===== src/sv/lzwp_pkg.sv =====
`timescale 1ns / 1ps
`default_nettype none

package lzwp_pkg;

    // Default code width behaviour
    localparam int unsigned INITIAL_WIDTH_DEF = 9;
    localparam int unsigned INITIAL_BUMP_DEF  = 512;
    localparam int unsigned MAX_WIDTH_DEF     = 16;

    localparam int unsigned CODE_W   = 16;
    localparam int unsigned INDEX_W  = 17;
    localparam int unsigned WIDTH_W  = 5;
    localparam int unsigned CFG_DATA_W = 17;
    localparam int unsigned CFG_IDX_W  = 2;

    // Opcodes
    localparam logic OP_PACK   = 1'b0;
    localparam logic OP_FINISH = 1'b1;

    // Register indexes
    localparam logic [CFG_IDX_W-1:0] CFG_MAX_INDEX   = 2'd0;
    localparam logic [CFG_IDX_W-1:0] CFG_RESET_WIDTH = 2'd1;
    localparam logic [CFG_IDX_W-1:0] CFG_EOF_CODE    = 2'd2;

    // Register reset values
    localparam logic [INDEX_W-1:0] MAX_INDEX_RST = 17'd4096;
    localparam logic               RESET_WIDTH_RST = 1'b1;
    localparam logic [CODE_W-1:0]  EOF_CODE_RST  = 16'd256;

    typedef struct packed {
        logic                opcode;
        logic [CODE_W-1:0]   code_value;
        logic [INDEX_W-1:0]  dict_index;
    } in_item_t;

    typedef struct packed {
        logic [7:0] out_byte;
        logic       last;
    } out_item_t;

    typedef struct packed {
        logic [INDEX_W-1:0] max_index;
        logic               reset_width_on_full;
        logic [CODE_W-1:0]  eof_code;
    } cfg_t;

    // Bytes produced by one item, low byte first
    typedef struct packed {
        logic [1:0]      count;
        logic [2:0][7:0] bytes;
    } pack_res_t;

endpackage

`default_nettype wire


===== src/sv/lzw_code_bit_packer.sv =====
// With room in the byte queue, an accepted item is held in the item register and its
// bytes are then written into the byte queue, from whose head the first is offered.
// Throughput: one item per cycle while the byte queue has room; codes of nine
// bits or more yield up to two bytes, so the one-byte-per-cycle output port
// and the four-entry byte queue limit the sustained rate of codes.
// Reset: asynchronous, active low; clears the queue, the bit buffer and restores
// the initial code width, bump index and register defaults.
`timescale 1ns / 1ps
`default_nettype none

module lzw_code_bit_packer #(
    parameter int unsigned INITIAL_WIDTH = lzwp_pkg::INITIAL_WIDTH_DEF,
    parameter int unsigned INITIAL_BUMP  = lzwp_pkg::INITIAL_BUMP_DEF,
    parameter int unsigned MAX_WIDTH     = lzwp_pkg::MAX_WIDTH_DEF
) (
    input  wire logic                                 clk,
    input  wire logic                                 rst_n,
    input  wire logic                                 in_valid,
    output logic                                      in_ready,
    input  wire lzwp_pkg::in_item_t                   in_item,
    output logic                                      out_valid,
    input  wire logic                                 out_ready,
    output lzwp_pkg::out_item_t                       out_item,
    input  wire logic                                 cfg_we,
    input  wire logic [lzwp_pkg::CFG_IDX_W-1:0]       cfg_index,
    input  wire logic [lzwp_pkg::CFG_DATA_W-1:0]      cfg_data
);
    import lzwp_pkg::*;

    in_item_t  item_reg;
    logic      item_valid_reg;
    cfg_t      cfg_reg;
    logic      room;
    logic      fire;
    pack_res_t res;

    assign fire     = item_valid_reg && room;
    assign in_ready = !item_valid_reg || fire;

    always_ff @(posedge clk or negedge rst_n)
    begin
        if (!rst_n)
        begin
            item_valid_reg <= 1'b0;
        end
        else if (in_ready)
        begin
            item_valid_reg <= in_valid;
        end
    end

    // Hold the item until the packer takes it
    always_ff @(posedge clk)
    begin
        if (in_ready && in_valid)
        begin
            item_reg <= in_item;
        end
    end

    always_ff @(posedge clk or negedge rst_n)
    begin
        if (!rst_n)
        begin
            cfg_reg.max_index           <= MAX_INDEX_RST;
            cfg_reg.reset_width_on_full <= RESET_WIDTH_RST;
            cfg_reg.eof_code            <= EOF_CODE_RST;
        end
        else if (cfg_we)
        begin
            unique case (cfg_index)
                CFG_MAX_INDEX:   cfg_reg.max_index <= cfg_data[INDEX_W-1:0];
                CFG_RESET_WIDTH: cfg_reg.reset_width_on_full <= cfg_data[0];
                CFG_EOF_CODE:    cfg_reg.eof_code <= cfg_data[CODE_W-1:0];
                default:         cfg_reg <= cfg_reg;
            endcase
        end
    end

    lzwp_pack_unit #(
        .INITIAL_WIDTH (INITIAL_WIDTH),
        .INITIAL_BUMP  (INITIAL_BUMP),
        .MAX_WIDTH     (MAX_WIDTH)
    ) u_pack (
        .clk   (clk),
        .rst_n (rst_n),
        .fire  (fire),
        .item  (item_reg),
        .cfg   (cfg_reg),
        .res   (res)
    );

    lzwp_out_queue u_queue (
        .clk       (clk),
        .rst_n     (rst_n),
        .push      (fire),
        .res       (res),
        .room      (room),
        .out_valid (out_valid),
        .out_ready (out_ready),
        .out_item  (out_item)
    );

endmodule

`default_nettype wire


===== src/sv/lzwp_pack_unit.sv =====
`timescale 1ns / 1ps
`default_nettype none

module lzwp_pack_unit #(
    parameter int unsigned INITIAL_WIDTH = lzwp_pkg::INITIAL_WIDTH_DEF,
    parameter int unsigned INITIAL_BUMP  = lzwp_pkg::INITIAL_BUMP_DEF,
    parameter int unsigned MAX_WIDTH     = lzwp_pkg::MAX_WIDTH_DEF
) (
    input  wire logic                clk,
    input  wire logic                rst_n,
    input  wire logic                fire,
    input  wire lzwp_pkg::in_item_t  item,
    input  wire lzwp_pkg::cfg_t      cfg,
    output lzwp_pkg::pack_res_t      res
);
    import lzwp_pkg::*;

    logic [7:0]         pend_reg, pend_next;
    logic [2:0]         fill_reg, fill_next;
    logic [WIDTH_W-1:0] width_reg, width_next;
    logic [INDEX_W-1:0] bump_reg, bump_next;

    logic [CODE_W-1:0]  code_sel;
    logic [CODE_W-1:0]  masked;
    logic [23:0]        merged;
    logic [WIDTH_W-1:0] total;
    logic [1:0]         nfull;
    logic [2:0]         rem;
    logic [7:0]         leftover;
    logic               finish;
    logic [INDEX_W:0]   idx1;
    logic [INDEX_W:0]   lim1;
    logic               below;
    logic               equal;
    logic               grow;
    logic               restore;

    always_comb
    begin
        finish   = (item.opcode == OP_FINISH);
        code_sel = finish ? cfg.eof_code : item.code_value;
        // Mask to the current width; a shift of 16 or more leaves the full mask
        masked   = code_sel & ~(16'hFFFF << width_reg);
        merged   = {16'b0, pend_reg} | ({8'b0, masked} << fill_reg);
        total    = {2'b0, fill_reg} + width_reg;
        nfull    = total[4:3];
        rem      = total[2:0];

        case (nfull)
            2'd0:    leftover = merged[7:0];
            2'd1:    leftover = merged[15:8];
            default: leftover = merged[23:16];
        endcase

        res.bytes[0] = merged[7:0];
        res.bytes[1] = merged[15:8];
        res.bytes[2] = merged[23:16];
        res.count    = nfull + {1'b0, (finish && (rem != 3'd0))};

        if (finish)
        begin
            pend_next = 8'd0;
            fill_next = 3'd0;
        end
        else
        begin
            pend_next = leftover;
            fill_next = rem;
        end

        // index < max_index-1 and index == max_index-1, without a signed compare
        idx1    = {1'b0, item.dict_index} + (INDEX_W+1)'(1);
        lim1    = {1'b0, cfg.max_index};
        below   = (idx1 < lim1);
        equal   = (idx1 == lim1);
        grow    = below && (item.dict_index == bump_reg)
                  && (width_reg < WIDTH_W'(MAX_WIDTH));
        restore = !below && !equal && cfg.reset_width_on_full;

        width_next = width_reg;
        bump_next  = bump_reg;
        if (grow)
        begin
            width_next = width_reg + WIDTH_W'(1);
            bump_next  = {bump_reg[INDEX_W-2:0], 1'b0};
        end
        else if (restore)
        begin
            width_next = WIDTH_W'(INITIAL_WIDTH);
            bump_next  = INDEX_W'(INITIAL_BUMP);
        end
    end

    always_ff @(posedge clk or negedge rst_n)
    begin
        if (!rst_n)
        begin
            pend_reg  <= 8'd0;
            fill_reg  <= 3'd0;
            width_reg <= WIDTH_W'(INITIAL_WIDTH);
            bump_reg  <= INDEX_W'(INITIAL_BUMP);
        end
        else if (fire)
        begin
            pend_reg  <= pend_next;
            fill_reg  <= fill_next;
            width_reg <= width_next;
            bump_reg  <= bump_next;
        end
    end

endmodule

`default_nettype wire


===== src/sv/lzwp_out_queue.sv =====
`timescale 1ns / 1ps
`default_nettype none

module lzwp_out_queue (
    input  wire logic                 clk,
    input  wire logic                 rst_n,
    input  wire logic                 push,
    input  wire lzwp_pkg::pack_res_t  res,
    output logic                      room,
    output logic                      out_valid,
    input  wire logic                 out_ready,
    output lzwp_pkg::out_item_t       out_item
);
    import lzwp_pkg::*;

    out_item_t  entries [4];
    logic [1:0] wr_ptr_reg, wr_ptr_next;
    logic [1:0] rd_ptr_reg, rd_ptr_next;
    logic [2:0] count_reg, count_next;
    logic [1:0] n_push;
    logic       pop;

    always_comb
    begin
        pop         = out_valid && out_ready;
        n_push      = push ? res.count : 2'd0;
        wr_ptr_next = wr_ptr_reg + n_push;
        rd_ptr_next = rd_ptr_reg + {1'b0, pop};
        count_next  = count_reg + {1'b0, n_push} - {2'b0, pop};
    end

    // Room for a worst-case item of three bytes
    assign room      = (count_reg <= 3'd1);
    assign out_valid = (count_reg != 3'd0);
    assign out_item  = entries[rd_ptr_reg];

    always_ff @(posedge clk)
    begin
        for (int k = 0; k < 3; k++)
        begin
            if (2'(k) < n_push)
            begin
                entries[wr_ptr_reg + 2'(k)] <= '{out_byte: res.bytes[k],
                                                 last: (2'(k) == n_push - 2'd1)};
            end
        end
    end

    always_ff @(posedge clk or negedge rst_n)
    begin
        if (!rst_n)
        begin
            wr_ptr_reg <= 2'd0;
            rd_ptr_reg <= 2'd0;
            count_reg  <= 3'd0;
        end
        else
        begin
            wr_ptr_reg <= wr_ptr_next;
            rd_ptr_reg <= rd_ptr_next;
            count_reg  <= count_next;
        end
    end

endmodule

`default_nettype wire


===== config.mk =====
export PLATFORM = sky130hd
export DESIGN_NAME = lzw_code_bit_packer
export DESIGN_NICKNAME = d
export VERILOG_FILES = /design/src/sv/lzwp_pkg.sv /design/src/sv/lzw_code_bit_packer.sv /design/src/sv/lzwp_pack_unit.sv /design/src/sv/lzwp_out_queue.sv
export SDC_FILE = /design/constraint.sdc
export NUM_CORES = 1
export LEC_CHECK = 0
export BUFFER_PORTS_ARGS = -buffer_cell sky130_fd_sc_hd__buf_4
export CORE_MARGIN = 5
export CORE_UTILIZATION = 25
export DETAILED_ROUTE_END_ITERATION = 8
export PLACE_DENSITY = 0.39
export SLEW_MARGIN = 20
export SYNTH_ARGS = -nofsm -noshare
export SYNTH_HDL_FRONTEND = slang
export SYNTH_SLANG_ARGS = --single-unit

===== constraint.sdc =====
create_clock -name clk -period 5.3 [get_ports clk]
set_input_delay 0.795 -clock clk [delete_from_list [all_inputs] [get_ports clk]]
set_output_delay 0.795 -clock clk [all_outputs]
set_load 0.05 [all_outputs]

==> impl_metrics.py <==
metrics = {
    "worst_setup_path": {
        "cp-end-kind": "register",
        "critPathKind": "register to register",
        "arrival_ps": 4570,
        "cp_max_fo": 18,
        "r2r-start": "u_pack.fill_reg[1]",
        "startpoint_type": "register",
        "critPathRequiredTime_ps": 5530,
        "critPathSlowestCell": "dfrtp_1",
        "path_common_cell": "ha_1",
        "worstSetupStartpoint": "u_pack.fill_reg[1]",
        "crit_chain": "ha_1 > a21o_1 > a21oi_1 > xor2_1 > inv_1 > ha_1 > xnor3_1 > nor3_2 > nor2_1 > a222oi_1",
        "cpPeakStageDelay_ps": 740,
    },
    "timing": {
        "drv_slew": 0,
        "finClkSkew_ps": 13.7,
        "tightest_slew_ps": 1040,
        "timing.setup.tns_ps": 0,
        "period_share_pct": 81.9,
        "hold_viol_final": 0,
        "setup_ws_ps": 958,
        "rsz0062_at_grt": "false",
        "finalSetupViolCount": 0,
        "fmax_ghz": 0.230,
        "fin_crit_ps": 4340,
        "slew_headroom_pct": 30.5,
    },
    "power_and_ir_drop": {
        "p_leak_uw": 0.00370,
        "p_int_uw": 3000,
        "p_comb_share_pct": 44.4,
        "peakVddDrop_mv": 0.264,
        "finalPower_uw": 5160,
        "cellPowerDensity_mw_per_mm2": 534,
        "power_frac_clock_pct": 21.6,
        "seqPwrFrac_pct": 34.0,
        "p_sw_uw": 2160,
        "swShare_pct": 41.8,
    },
    "synth": {
        "synth.distinct_cells": 72,
        "yosys.cell_count.top_type": "nand2_1",
        "synth-seq-cells": 136,
        "ys.flop_type": "edfxtp_1",
        "avgSynthCellArea_um2": 10.5,
        "synthTopCellsByArea": "edfxtp_1 26%, dfrtp_1 18%, ha_1 4.9%",
        "syn_area_mm2": 0.00815,
        "yosysSeqAreaShare_pct": 46.1,
        "synth-async-reset-ratio_pct": 48.5,
        "synth.net_count": 868,
        "synth_edf_count": 70,
        "synth_top_area_share_pct": 25.8,
        "synth_common_cells": "84 x nand2_1, 70 x edfxtp_1, 60 x dfrtp_1",
        "synth-warning-count": 0,
        "synthCells": 776,
        "yosysTopAreaCell": "edfxtp_1",
    },
    "placed_design": {
        "place_congestion": 0.817,
        "hpwlAfterDp_um": 18700,
        "placed_area_mm2": 0.00912,
        "pre_cts_slack_ps": 1030,
        "port_buffers": 68,
    },
    "floorplanning": {
        "dieArea_mm2": 0.0363,
        "rows": 66,
        "die_h_um": 191,
        "fp.dieW_um": 191,
        "io_pins": 69,
        "coreArea_mm2": 0.0324,
        "initial_core_util_pct": 25.2,
    },
    "route": {
        "wl_per_cell_um": 19.4,
        "detail_route.vias_per_cell": 4.85,
        "first_pass_iters": 9,
        "postRouteAntennaNets": 0,
        "finalWirelength_um": 25000,
        "drc": 0,
        "num_vias": 6265,
        "drt_iter0_markers": 451,
    },
    "clocking": {
        "ctsHoldBuffers": 0,
        "clk_pin_slew_ps": 70,
        "post_cts_buffers": 0,
        "htree_levels": 4,
        "cts_buffers": 17,
        "clockBufferDepth": 2,
        "clock_sinks": 136,
        "cts-root-buf": "clkbuf_16",
        "cts_tree": "done",
        "clkLatencyLatePin_ps": 440,
        "ctsResizeCount": 0,
    },
    "global_route": {
        "grt_util_met3_pct": 2.76,
        "antenna_found_initial": 0,
        "grt_pass1_wl_um": 38400,
        "grt-ovfl-total": 0,
        "grt_max_degree": 67,
        "grt_busiest_layer": "met2",
        "grtUsageTotal_pct": 14.0,
        "grt_use_met1_pct": 17.6,
        "gr-usage-met2_pct": 24.0,
        "first_global_vias": 6419,
    },
    "layout": {
        "largest_register_ffs": 36,
        "area_delta_synth_final_pct": 18.5,
        "final_nets": 928,
        "final_core_util_pct": 29.8,
        "antennaDiodeCount": 0,
        "final_cell_area_mm2": 0.00966,
        "drive_above_1_share_pct": 19.9,
        "fill_cells": 3423,
    },
    "worst_hold_path": {
        "hold_class": "primary input to asynchronous set/reset pin",
    },
    "job": {
        "drv_cap": 0,
    },
    "outcome": {
        "outcome": "completed",
    },
}
cell usage in the layout (no fill, tap or decap), types with 13 or more instances in the layout:
cell type,count
a21oi_1,34
buf_4,80
clkbuf_16,17
dfrtp_1,60
edfxtp_1,70
ha_1,32
inv_1,42
mux2_2,23
mux2i_1,15
mux4_2,16
nand2_1,84
nand3_1,14
nand4_1,14
nor2_1,52
nor3_1,20
o21ai_0,58
o22ai_1,13
xnor2_1,24
power groups by stage:
stage | Combinational [µW] | Clock (µW) | Sequential (µW)
5_1_grt | 2530 | 1190 | 1800
6_report | 2290 | 1110 | 1750
4_1_cts | 2310 | 1140 | 1760
3_5_place_dp | 2300 | 0 | 1780
3_3_place_gp | 2320 | 0 | 1780
2_1_floorplan | 1730 | 0 | 1620
through the flow:
step | hold slack (ps) | std cells
CTS | 500 | 1291
global route | 510 | 1291
global placement | 486 | 1259
finish | 493 | 1291
floorplan | 457 | 776
detailed placement | 484 | 1259
layout make-up:
class	instances	area [µm²]	area share, %
clock buffers	19	433	4.48
repair buffers	80	601	6.22
multi-input cells	559	4050	41.9
inverters	42	158	1.63
well taps	442	553	5.72
clock inverters	13	106	1.10
flip-flops and latches	136	3760	38.9
cell families after synthesis:
| family | Yosys count | share of synthesized area [%] |
|---|---|---|
| flops | 136 | 46.1 |
| compound gates | 197 | 16.1 |
| mux | 55 | 9.58 |
| xor+xnor | 34 | 3.99 |
| fa+ha+maj | 34 | 5.40 |
| buf+inv | 81 | 4.37 |
| simple gates | 239 | 14.4 |
worst max-delay path, delay by kind of cell (launching register included):
family | cells | cell delay, ps
DFF | 1 | 740
AOI/OAI and AO/OA | 3 | 580
xor gates and xnor gates | 2 | 1110
buffers and inverters | 1 | 270
and+or+nand+nor | 2 | 810
adders and majority gates | 2 | 610
path summary, 6_finish.rpt:
kind,end,slack [ps],cells past startpoint
max,u_queue.entries[3][6],960,10
min reg2reg,u_pack.pend_reg[2],500,2
max in group asynchronous,u_queue.rd_ptr_reg[1],4190,1
min,cfg_reg[1],490,1
max reg2reg,u_queue.entries[3][6],960,10
min in group clk,u_pack.pend_reg[2],500,2
metal layers:
metal / wire length [µm] / part of all wire, % / vias to the layer above
met1: 11200 / 45 / 3097
met5: 0 / 0 / -
li1: - / - / 3012
met2: 12500 / 50 / 126
met4: 528 / 2.1 / 0
met3: 739 / 3.0 / 30
Power figures use the tool's default switching activity.
